$ cat config.mk
export PLATFORM = sky130hd
export DESIGN_NAME = ir_barcode_code39_reader_top
export DESIGN_NICKNAME = d
export VERILOG_FILES = /design/src/irc39_pkg.sv /design/src/ir_barcode_code39_reader_top.sv /design/src/irc39_track.sv /design/src/irc39_walk.sv
export SDC_FILE = /design/constraint.sdc
export NUM_CORES = 2
export LEC_CHECK = 0
export BUFFER_PORTS_ARGS = -buffer_cell sky130_fd_sc_hd__buf_2
export CAP_MARGIN = 20
export CORE_ASPECT_RATIO = 0.7
export CORE_MARGIN = 2
export CORE_UTILIZATION = 40
export DETAILED_ROUTE_END_ITERATION = 7
export PLACE_DENSITY_LB_ADDON = 0.05
export SKIP_CTS_REPAIR_TIMING = 1
export SYNTH_ARGS = -nofsm -noshare
export SYNTH_HDL_FRONTEND = slang
export SYNTH_HIERARCHICAL = 1
export SYNTH_SLANG_ARGS = --single-unit
$ cat constraint.sdc
create_clock -name clk -period 22.4 [get_ports clk]
set_clock_uncertainty 0.05 [all_clocks]
set_input_delay 3.36 -clock clk [delete_from_list [all_inputs] [get_ports clk]]
set_output_delay 3.36 -clock clk [all_outputs]
set_load 0.005 [all_outputs]
$ cat src/irc39_pkg.sv
// Package for the Code 39 reader: payload and status structs, sizing constants,
// the Code 39 symbol tables and the frame match function.
// Depends on nothing; every other file in src imports it.
`timescale 1ns / 1ps

package irc39_pkg;

    localparam int RUN_SLOTS   = 29;
    localparam int SAMPLE_BITS = 12;
    localparam int TIME_BITS   = 32;
    localparam int CFG_BITS    = 32;
    localparam int CHAR_BITS   = 7;
    localparam int FRAME_COUNT = 38;
    localparam int SYMBOL_LEN  = 9;

    localparam int ADDR_BITS      = $clog2(RUN_SLOTS);
    localparam int COUNT_BITS     = $clog2(RUN_SLOTS + 1);
    localparam int FRAME_IDX_BITS = $clog2(FRAME_COUNT);
    localparam int CMP_BITS       = (TIME_BITS > CFG_BITS) ? TIME_BITS : CFG_BITS;
    localparam int CFG_IDX_BITS   = 2;

    localparam logic [CFG_IDX_BITS-1:0] CFG_BLACK_THRESHOLD  = 2'd0;
    localparam logic [CFG_IDX_BITS-1:0] CFG_MIN_RUN_US       = 2'd1;
    localparam logic [CFG_IDX_BITS-1:0] CFG_WHITE_TIMEOUT_US = 2'd2;

    localparam logic [SAMPLE_BITS-1:0] BLACK_THRESHOLD_RESET = SAMPLE_BITS'(2300);
    localparam logic [CFG_BITS-1:0]    MIN_RUN_RESET         = CFG_BITS'(10000);
    localparam logic [CFG_BITS-1:0]    WHITE_TIMEOUT_RESET   = CFG_BITS'(3000000);

    localparam logic [CHAR_BITS-1:0] CHAR_UNKNOWN = 7'd63;   // '?'
    localparam logic [FRAME_IDX_BITS-1:0] STAR_IDX = FRAME_IDX_BITS'(FRAME_COUNT - 1);

    // Wide-element masks: bit i set means element i of the symbol is wide.
    localparam logic [SYMBOL_LEN-1:0] SYM_MASK [FRAME_COUNT] = '{
        9'd88,  9'd265, 9'd268, 9'd13,  9'd280, 9'd25,  9'd28,  9'd328, 9'd73,  9'd76,
        9'd289, 9'd292, 9'd37,  9'd304, 9'd49,  9'd52,  9'd352, 9'd97,  9'd100, 9'd112,
        9'd385, 9'd388, 9'd133, 9'd400, 9'd145, 9'd148, 9'd448, 9'd193, 9'd196, 9'd208,
        9'd259, 9'd262, 9'd7,   9'd274, 9'd19,  9'd22,  9'd322, 9'd82
    };

    // ASCII of "0123456789ABCDEFGHIJKLMNOPQRSTUVWXYZ-*"
    localparam logic [CHAR_BITS-1:0] SYM_CHAR [FRAME_COUNT] = '{
        7'd48, 7'd49, 7'd50, 7'd51, 7'd52, 7'd53, 7'd54, 7'd55, 7'd56, 7'd57,
        7'd65, 7'd66, 7'd67, 7'd68, 7'd69, 7'd70, 7'd71, 7'd72, 7'd73, 7'd74,
        7'd75, 7'd76, 7'd77, 7'd78, 7'd79, 7'd80, 7'd81, 7'd82, 7'd83, 7'd84,
        7'd85, 7'd86, 7'd87, 7'd88, 7'd89, 7'd90, 7'd45, 7'd42
    };

    typedef struct packed {
        logic [SAMPLE_BITS-1:0] sample_first;
        logic [SAMPLE_BITS-1:0] sample_second;
        logic [TIME_BITS-1:0]   time_us;
    } sample_t;

    typedef struct packed {
        logic [CHAR_BITS-1:0] char_code;
        logic                 is_last;
    } result_t;

    typedef struct packed {
        logic [SAMPLE_BITS-1:0] black_threshold;
        logic [CFG_BITS-1:0]    min_run;
        logic [CFG_BITS-1:0]    white_timeout;
    } cfg_t;

    typedef struct packed {
        logic                 full;
        logic                 timeout;
        logic [TIME_BITS-1:0] widest;
    } track_event_t;

    typedef struct packed {
        logic                 we;
        logic [ADDR_BITS-1:0] addr;
        logic [TIME_BITS-1:0] data;
    } run_write_t;

    typedef struct packed {
        logic                 done;
        logic [RUN_SLOTS-1:0] fwd;
        logic [RUN_SLOTS-1:0] rev;
    } walk_status_t;

    typedef enum logic [1:0] {
        S_IDLE,
        S_WALK,
        S_EMIT
    } state_t;

    // Frame: start star, narrow gap, character, narrow gap, stop star.
    function automatic logic [RUN_SLOTS-1:0] frame_mask(input logic [FRAME_IDX_BITS-1:0] k);
        return {SYM_MASK[STAR_IDX], 1'b0, SYM_MASK[k], 1'b0, SYM_MASK[STAR_IDX]};
    endfunction

    // First frame in table order that matches forward or reversed wins.
    function automatic logic [CHAR_BITS-1:0] match_frame(input logic [RUN_SLOTS-1:0] fwd,
                                                         input logic [RUN_SLOTS-1:0] rev);
        logic [CHAR_BITS-1:0] ch;
        logic                 hit;
        logic [RUN_SLOTS-1:0] f;
        ch  = CHAR_UNKNOWN;
        hit = 1'b0;
        for (int k = 0; k < FRAME_COUNT; k++)
        begin
            f = frame_mask(FRAME_IDX_BITS'(k));
            if (!hit && (fwd == f || rev == f))
            begin
                ch  = SYM_CHAR[FRAME_IDX_BITS'(k)];
                hit = 1'b1;
            end
        end
        return ch;
    endfunction

endpackage

$ cat src/ir_barcode_code39_reader_top.sv
// Top level of the Code 39 reader: configuration registers, decode sequencer
// and result register. Depends on irc39_pkg, irc39_track and irc39_walk.
`timescale 1ns / 1ps

//  channel   direction  handshake               payload
//  sample    in         sample_valid/stall      sample_t: two readings, time_us
//  result    out        result_valid/stall      result_t: char_code, is_last
//  cfg       in         cfg_valid/cfg_ready     cfg_index, cfg_data
//
//  A sample beat that causes no decode leaves the reader idle, so the next beat
//  can be taken without a stall. A full-buffer decode reads one run slot per
//  cycle through the run memory read port and the shared compare unit before its
//  result shows; a white-timeout '?' shows in the cycle after the beat.
//  sample_stall stays high from a decoding beat until its last result is taken.
//  Reset clears all tracking and control state; run slots are not cleared, as
//  only slots written in the current capture are ever read.
//  A stalled result holds in the output register until taken.

module ir_barcode_code39_reader_top (
    input  logic                              clk,
    input  logic                              rst_n,
    input  logic                              sample_valid,
    output logic                              sample_stall,
    input  irc39_pkg::sample_t                sample,
    output logic                              result_valid,
    input  logic                              result_stall,
    output irc39_pkg::result_t                result,
    input  logic                              cfg_valid,
    output logic                              cfg_ready,
    input  logic [irc39_pkg::CFG_IDX_BITS-1:0] cfg_index,
    input  logic [irc39_pkg::CFG_BITS-1:0]    cfg_data
);
    import irc39_pkg::*;

    state_t       state_reg, state_next;
    cfg_t         cfg_reg;
    result_t      result_reg;
    logic         pend_reg;
    logic         step;
    logic         taken;
    logic         walk_start;
    track_event_t ev;
    run_write_t   wr;
    walk_status_t walk;

    // Configuration: always ready; writes beyond the register list are dropped.
    assign cfg_ready = 1'b1;

    always_ff @(posedge clk or negedge rst_n)
    begin
        if (!rst_n)
        begin
            cfg_reg.black_threshold <= BLACK_THRESHOLD_RESET;
            cfg_reg.min_run         <= MIN_RUN_RESET;
            cfg_reg.white_timeout   <= WHITE_TIMEOUT_RESET;
        end
        else if (cfg_valid && cfg_ready)
        begin
            unique case (cfg_index)
                CFG_BLACK_THRESHOLD:  cfg_reg.black_threshold <= cfg_data[SAMPLE_BITS-1:0];
                CFG_MIN_RUN_US:       cfg_reg.min_run         <= cfg_data;
                CFG_WHITE_TIMEOUT_US: cfg_reg.white_timeout   <= cfg_data;
                default:              ;
            endcase
        end
    end

    assign step       = sample_valid && !sample_stall;
    assign taken      = result_valid && !result_stall;
    assign walk_start = step && ev.full;

    irc39_track u_track (
        .clk    (clk),
        .rst_n  (rst_n),
        .step   (step),
        .sample (sample),
        .cfg    (cfg_reg),
        .ev     (ev),
        .wr     (wr)
    );

    irc39_walk u_walk (
        .clk    (clk),
        .rst_n  (rst_n),
        .wr     (wr),
        .start  (walk_start),
        .widest (ev.widest),
        .status (walk)
    );

    // Next state: walk the runs on a full buffer, emit directly on a lone timeout.
    always_comb
    begin
        state_next = state_reg;
        unique case (state_reg)
            S_IDLE:
            begin
                if (step && ev.full)
                    state_next = S_WALK;
                else if (step && ev.timeout)
                    state_next = S_EMIT;
            end
            S_WALK:
            begin
                if (walk.done)
                    state_next = S_EMIT;
            end
            S_EMIT:
            begin
                if (taken && !pend_reg)
                    state_next = S_IDLE;
            end
            default: state_next = S_IDLE;
        endcase
    end

    // Outputs: hold the input off outside idle, show the result register in emit.
    always_comb
    begin
        sample_stall = 1'b1;
        result_valid = 1'b0;
        unique case (state_reg)
            S_IDLE:  sample_stall = 1'b0;
            S_WALK:  ;
            S_EMIT:  result_valid = 1'b1;
            default: ;
        endcase
    end

    assign result = result_reg;

    always_ff @(posedge clk or negedge rst_n)
    begin
        if (!rst_n)
        begin
            state_reg <= S_IDLE;
            pend_reg  <= 1'b0;
        end
        else
        begin
            state_reg <= state_next;
            if (walk_start)
                pend_reg <= ev.timeout;
            else if (state_reg == S_EMIT && taken)
                pend_reg <= 1'b0;
        end
    end

    // Result payload: a lone timeout '?', or the matched character then the timeout '?' if pending.
    always_ff @(posedge clk)
    begin
        if (state_reg == S_IDLE && step && !ev.full && ev.timeout)
        begin
            result_reg.char_code <= CHAR_UNKNOWN;
            result_reg.is_last   <= 1'b1;
        end
        else if (state_reg == S_WALK && walk.done)
        begin
            result_reg.char_code <= match_frame(walk.fwd, walk.rev);
            result_reg.is_last   <= !pend_reg;
        end
        else if (state_reg == S_EMIT && taken && pend_reg)
        begin
            result_reg.char_code <= CHAR_UNKNOWN;
            result_reg.is_last   <= 1'b1;
        end
    end

`ifndef ASSERT_OFF
    a_no_accept_while_result: assert property (@(posedge clk) disable iff (!rst_n)
        result_valid |-> sample_stall)
        else $error("sample accepted while a result is pending");

    a_walk_done_in_walk: assert property (@(posedge clk) disable iff (!rst_n)
        walk.done |-> (state_reg == S_WALK))
        else $error("run walk finished outside the walk state");

    a_pair_continues: assert property (@(posedge clk) disable iff (!rst_n)
        (taken && !result.is_last) |=> result_valid)
        else $error("non-final result not followed by another result");

    a_pair_second_unknown: assert property (@(posedge clk) disable iff (!rst_n)
        (taken && !result.is_last) |=> (result.char_code == CHAR_UNKNOWN && result.is_last))
        else $error("second result of a pair is not a final unknown character");
`endif

endmodule

$ cat src/irc39_track.sv
// Per-beat tracking: threshold, run timing, run store requests and decode triggers.
// Depends on irc39_pkg.
`timescale 1ns / 1ps

module irc39_track (
    input  logic                    clk,
    input  logic                    rst_n,
    input  logic                    step,
    input  irc39_pkg::sample_t      sample,
    input  irc39_pkg::cfg_t         cfg,
    output irc39_pkg::track_event_t ev,
    output irc39_pkg::run_write_t   wr
);
    import irc39_pkg::*;

    logic [COUNT_BITS-1:0] run_count_reg, run_count_next;
    logic [TIME_BITS-1:0]  widest_reg, widest_next;
    logic                  capture_reg, capture_next;
    logic                  first_black_reg, first_black_next;
    logic                  prev_black_reg, prev_black_next;
    logic [TIME_BITS-1:0]  last_edge_reg, last_edge_next;
    logic                  white_timing_reg, white_timing_next;
    logic [TIME_BITS-1:0]  white_start_reg, white_start_next;

    logic [SAMPLE_BITS:0]   avg_sum;
    logic [SAMPLE_BITS-1:0] avg;
    logic                   black;
    logic                   run_edge;
    logic                   store;
    logic                   full;
    logic                   timeout;
    logic [TIME_BITS-1:0]   dur;
    logic [TIME_BITS-1:0]   white_span;

    always_comb
    begin
        run_count_next    = run_count_reg;
        widest_next       = widest_reg;
        capture_next      = capture_reg;
        first_black_next  = first_black_reg;
        prev_black_next   = prev_black_reg;
        last_edge_next    = last_edge_reg;
        white_timing_next = white_timing_reg;
        white_start_next  = white_start_reg;
        timeout           = 1'b0;

        avg_sum = {1'b0, sample.sample_first} + {1'b0, sample.sample_second};
        avg     = avg_sum[SAMPLE_BITS:1];
        black   = avg > cfg.black_threshold;

        // Start a capture on the first black sample.
        if (!capture_reg && black)
        begin
            capture_next     = 1'b1;
            run_count_next   = '0;
            widest_next      = '0;
            first_black_next = 1'b0;
            last_edge_next   = sample.time_us;
        end
        if (capture_next && !first_black_next && black)
        begin
            first_black_next = 1'b1;
            prev_black_next  = 1'b1;
        end

        run_edge = capture_next && first_black_next && (black != prev_black_next);
        dur      = sample.time_us - last_edge_next;
        store    = run_edge && (CMP_BITS'(dur) > CMP_BITS'(cfg.min_run))
                   && (run_count_next < COUNT_BITS'(RUN_SLOTS));

        wr.we   = step && store;
        wr.addr = run_count_next[ADDR_BITS-1:0];
        wr.data = dur;

        if (store)
        begin
            if (dur > widest_next)
                widest_next = dur;
            run_count_next = run_count_next + COUNT_BITS'(1);
        end

        full      = run_edge && (run_count_next == COUNT_BITS'(RUN_SLOTS));
        ev.widest = widest_next;

        if (full)
        begin
            run_count_next   = '0;
            widest_next      = '0;
            first_black_next = 1'b0;
            capture_next     = 1'b0;
        end
        if (run_edge)
        begin
            prev_black_next = black;
            last_edge_next  = sample.time_us;
        end

        white_span = sample.time_us - white_start_reg;
        if (!black)
        begin
            if (!white_timing_reg)
            begin
                white_timing_next = 1'b1;
                white_start_next  = sample.time_us;
            end
            else if (CMP_BITS'(white_span) > CMP_BITS'(cfg.white_timeout))
            begin
                timeout           = 1'b1;
                run_count_next    = '0;
                widest_next       = '0;
                first_black_next  = 1'b0;
                capture_next      = 1'b0;
                white_timing_next = 1'b0;
            end
        end
        else
        begin
            white_timing_next = 1'b0;
        end

        ev.full    = full;
        ev.timeout = timeout;
    end

    always_ff @(posedge clk or negedge rst_n)
    begin
        if (!rst_n)
        begin
            run_count_reg    <= '0;
            widest_reg       <= '0;
            capture_reg      <= 1'b0;
            first_black_reg  <= 1'b0;
            prev_black_reg   <= 1'b0;
            last_edge_reg    <= '0;
            white_timing_reg <= 1'b0;
            white_start_reg  <= '0;
        end
        else if (step)
        begin
            run_count_reg    <= run_count_next;
            widest_reg       <= widest_next;
            capture_reg      <= capture_next;
            first_black_reg  <= first_black_next;
            prev_black_reg   <= prev_black_next;
            last_edge_reg    <= last_edge_next;
            white_timing_reg <= white_timing_next;
            white_start_reg  <= white_start_next;
        end
    end

endmodule

$ cat src/irc39_walk.sv
// Run store and classifier: one run slot is read and compared with the widest
// run each cycle, building forward and reversed wide masks. Depends on irc39_pkg.
`timescale 1ns / 1ps

module irc39_walk (
    input  logic                           clk,
    input  logic                           rst_n,
    input  irc39_pkg::run_write_t          wr,
    input  logic                           start,
    input  logic [irc39_pkg::TIME_BITS-1:0] widest,
    output irc39_pkg::walk_status_t        status
);
    import irc39_pkg::*;

    localparam logic [ADDR_BITS-1:0] LAST_ADDR = ADDR_BITS'(RUN_SLOTS - 1);

    logic [TIME_BITS-1:0] mem [RUN_SLOTS];
    logic [TIME_BITS-1:0] rdata_reg;
    logic [TIME_BITS-1:0] widest_reg;
    logic [ADDR_BITS-1:0] rd_addr_reg;
    logic                 issue_reg;
    logic                 cmp_valid_reg;
    logic                 cmp_last_reg;
    logic                 done_reg;
    logic [RUN_SLOTS-1:0] fwd_reg;
    logic [RUN_SLOTS-1:0] rev_reg;
    logic [TIME_BITS+1:0] tripled;
    logic                 is_wide;

    always_ff @(posedge clk)
    begin
        if (wr.we)
            mem[wr.addr] <= wr.data;
        rdata_reg <= mem[rd_addr_reg];
    end

    // Narrow when run <= widest/3, i.e. wide when 3*run > widest.
    assign tripled = {1'b0, rdata_reg, 1'b0} + {2'b00, rdata_reg};
    assign is_wide = tripled > {2'b00, widest_reg};

    always_ff @(posedge clk or negedge rst_n)
    begin
        if (!rst_n)
        begin
            rd_addr_reg   <= '0;
            issue_reg     <= 1'b0;
            cmp_valid_reg <= 1'b0;
            cmp_last_reg  <= 1'b0;
            done_reg      <= 1'b0;
        end
        else
        begin
            cmp_valid_reg <= issue_reg;
            cmp_last_reg  <= issue_reg && (rd_addr_reg == LAST_ADDR);
            done_reg      <= cmp_valid_reg && cmp_last_reg;
            if (start)
            begin
                issue_reg   <= 1'b1;
                rd_addr_reg <= '0;
            end
            else if (issue_reg)
            begin
                if (rd_addr_reg == LAST_ADDR)
                    issue_reg <= 1'b0;
                else
                    rd_addr_reg <= rd_addr_reg + ADDR_BITS'(1);
            end
        end
    end

    always_ff @(posedge clk)
    begin
        if (start)
            widest_reg <= widest;
        if (cmp_valid_reg)
        begin
            fwd_reg <= {is_wide, fwd_reg[RUN_SLOTS-1:1]};
            rev_reg <= {rev_reg[RUN_SLOTS-2:0], is_wide};
        end
    end

    assign status.done = done_reg;
    assign status.fwd  = fwd_reg;
    assign status.rev  = rev_reg;

endmodule
==> impl_metrics.env <==
export IMPL_mappedNetlistNets=4153
export IMPL_chip_width_um=457.5
export IMPL_io_buffer_count=104
export IMPL_arrival_time_worst_endpoint_ns=14.74
export IMPL_min_period_over_period_pct=64.26
export IMPL_largest_net_degree_at_the_start_of_global_routing=131
export IMPL_run_status="completed"
export IMPL_regToRegSetupSlack_ns=12.19
export IMPL_total_die_area_um2=147000
export IMPL_startpoint_type="input port"
export IMPL_hold_viol_final=0
export IMPL_standard_cell_row_count=116
export IMPL_cts_path_max_buffers=3
export IMPL_max_slew_worst_pin_slew_ns=1.078
export IMPL_drv_cap=0
export IMPL_total_number_of_yosys_warnings=6
export IMPL_synth_cell_area_um2=57580
export IMPL_critical_path_buf_inv_count=4
export IMPL_slew_headroom_pct=27.44
export IMPL_htree_levels=4
export IMPL_power_per_unit_of_standard_cell_area_nw_per_um2=96.29
export IMPL_final_min_clock_period_ns=14.39
export IMPL_syn_inst_count=3809
export IMPL_yosys_register_bits=1222
export IMPL_cp_max_stage_delay_ns=0.76
export IMPL_leading_cell_type_in_the_layout_fill_and_taps_excluded="edfxtp_1"
export IMPL_grt_first_pass_wirelength_um=227400
export IMPL_timing_final_setup_violations=0
export IMPL_drt_total_wl_um=152400
export IMPL_fp_coreArea_um2=143000
export IMPL_vdd_ir_drop_worst_v=0.00007295
export IMPL_detailed_place_hpwl_um=98590
export IMPL_final_max_slew_viol_count=0
export IMPL_dr_total_vias=33575
export IMPL_seq_power_share_pct=46.0
export IMPL_worst_path_max_delay_cell="nor2_4"
export IMPL_switching_share_pct=29.19
export IMPL_drt_first_iter_violations=2855
export IMPL_power_report_internal_total_mw=4.435
export IMPL_max_clock_freq_mhz=69.48
export IMPL_tritoncts="done"
export IMPL_design_power_total_mw=6.263
export IMPL_power_share_combinational_pct=20.0
export IMPL_grt_antenna_before_repair=3
export IMPL_netlist_cell_type_count=101
export IMPL_finalNetCount=4308
export IMPL_die_height_um=321.4
export IMPL_wl_per_cell_um=25.58
export IMPL_root_buffer="clkbuf_16"
export IMPL_drt_pass1_iter_count=5
export IMPL_first_global_vias=33121
export IMPL_layout_cells_sized_above_1_pct=22.83
export IMPL_fill_cells=12564
export IMPL_synth_avg_cell_area_um2=15.12
export IMPL_worst_setup_hold_path_clk_slew_ns=0.06
export IMPL_final_setup_tns_ns=0
export IMPL_required_ns=22.75
export IMPL_clock_sinks=1222
export IMPL_globalRouteTotalUtil_pct=20.90
export IMPL_detail_route_vias_per_cell=5.637
export IMPL_power_share_clock_pct=34.0
export IMPL_clkLatencyLatePin_ns=0.75
export IMPL_start_util_pct=40.27
export IMPL_cts_made_buffers=131
export IMPL_critical_path_max_fanout=31
export IMPL_ys_seq_area_share_pct=61.41
export IMPL_worstSetupPathType="in -> reg"
export IMPL_worstHoldPathType="reg -> reg"
export IMPL_synth_flop_cell="edfxtp_1"
export IMPL_drc=0
export IMPL_drtAntennaViolNets=0
export IMPL_path_delay_family="compound AO/OA/AOI/OAI gates"
export IMPL_layout_cells_most_common_list="edfxtp_1 (989), mux4_2 (288), ha_1 (246), inv_1 (212), nand2_1 (197)"
export IMPL_num_io_pins=106
export IMPL_synth_edff_count=989
export IMPL_largest_register_ffs=928
export IMPL_synthToLayoutAreaGrowth_pct=12.95
export IMPL_power_net_switching_mw=1.828
export IMPL_grt_setup_unrepaired="false"
export IMPL_power_static_leakage_nw=23.75
export IMPL_endpoint_kind="flop"
export IMPL_synth_async_sr_flop_share_pct=15.79
export IMPL_grt_overflow_total=0
export IMPL_final_gp_congestion=0.8922
[power by group through the flow]
stage / Sequential (mW) / Combinational (mW) / Clock [mW]
after floorplan: 2.93 / 0.704 / 0
after global placement: 2.93 / 1.26 / 0
after detailed placement: 2.93 / 1.27 / 0
after CTS: 2.88 / 1.27 / 2.19
after global routing: 2.88 / 1.40 / 2.28
final: 2.88 / 1.25 / 2.13
[metrics by stage]
stage | hold WS, ns | instances | utilization (%) | worst slack [ns] | instance area (um^2)
2_1_floorplan | 0.3162 | 3809 | - | 8.603 | 57580
3_3_place_gp | 0.3324 | 5707 | 42.42 | 6.515 | 60640
3_5_place_dp | 0.3327 | 5713 | 42.48 | 7.179 | 60730
4_1_cts | 0.3574 | 5947 | 45.40 | 7.963 | 64900
5_1_grt | 0.3652 | 5953 | 45.49 | 7.062 | 65030
6_report | 0.3526 | 5956 | 45.49 | 8.007 | 65040
[cell type report]
cell class	instances	area, um^2	share of cell area (%)
tap	1888	2362	3.632
timing repair buffer	198	1378	2.118
antenna	3	7.507	0.01154
sequential	1222	35370	54.39
clock inverter	55	508.0	0.7811
inverter	214	803.3	1.235
multi-input combinational	2197	20940	32.20
clock buffer	179	3664	5.633
[cell usage after synthesis (64+ instances only)]
library cell | count | area share [%]
xnor2_1 | 64 | 0.97
nor2_1 | 144 | 0.94
a21o_1 | 87 | 1.1
nand3_1 | 80 | 0.70
inv_1 | 212 | 1.4
mux2_2 | 142 | 2.8
clkbuf_1 | 95 | 0.62
ha_1 | 246 | 5.3
nand4_1 | 64 | 0.70
dfrtp_1 | 171 | 7.4
a21oi_1 | 156 | 1.4
mux4_2 | 288 | 11
nand2_1 | 198 | 1.3
o21ai_0 | 149 | 1.3
edfxtp_1 | 989 | 52
[path summary, 6_finish.rpt]
kind,from,endpoint,cells past startpoint
max,sample[33],u_walk/mem[3][27],42
min,u_walk/issue_reg,u_walk/cmp_valid_reg,0
max reg2reg,cfg_reg[75],u_walk/mem[3][27],30
min reg2reg,u_walk/issue_reg,u_walk/cmp_valid_reg,0
max in group asynchronous,rst_n,u_track/white_start_reg[1],3
min in group asynchronous,rst_n,cfg_reg[25],1
[metal layers]
| layer | up-vias | share of wire (%) | GRT usage, % |
|---|---|---|---|
| met5 | - | 0 | 0 |
| li1 | 15242 | - | - |
| met2 | 818 | 43 | 29.79 |
| met4 | 0 | 1.4 | 4.444 |
| met3 | 145 | 4.6 | 3.127 |
| met1 | 17370 | 51 | 33.46 |
[kinds of logic (layout without fill, tap and decap cells)]
| group | Yosys count | after routing | synth area share [%] |
|---|---|---|---|
| adder cells (fa/ha/maj) | 251 | 251 | 5.485 |
| AO/OA/AOI/OAI | 599 | 599 | 6.776 |
| flip-flops | 1222 | 1222 | 61.41 |
| other | 1 | 4 | 0.006513 |
| multiplexers | 473 | 473 | 14.79 |
| buffers and inverters | 390 | 646 | 2.803 |
| XOR/XNOR | 105 | 105 | 1.597 |
| AND/OR/NAND/NOR | 768 | 768 | 7.136 |
Power figures use the tool's default switching activity.
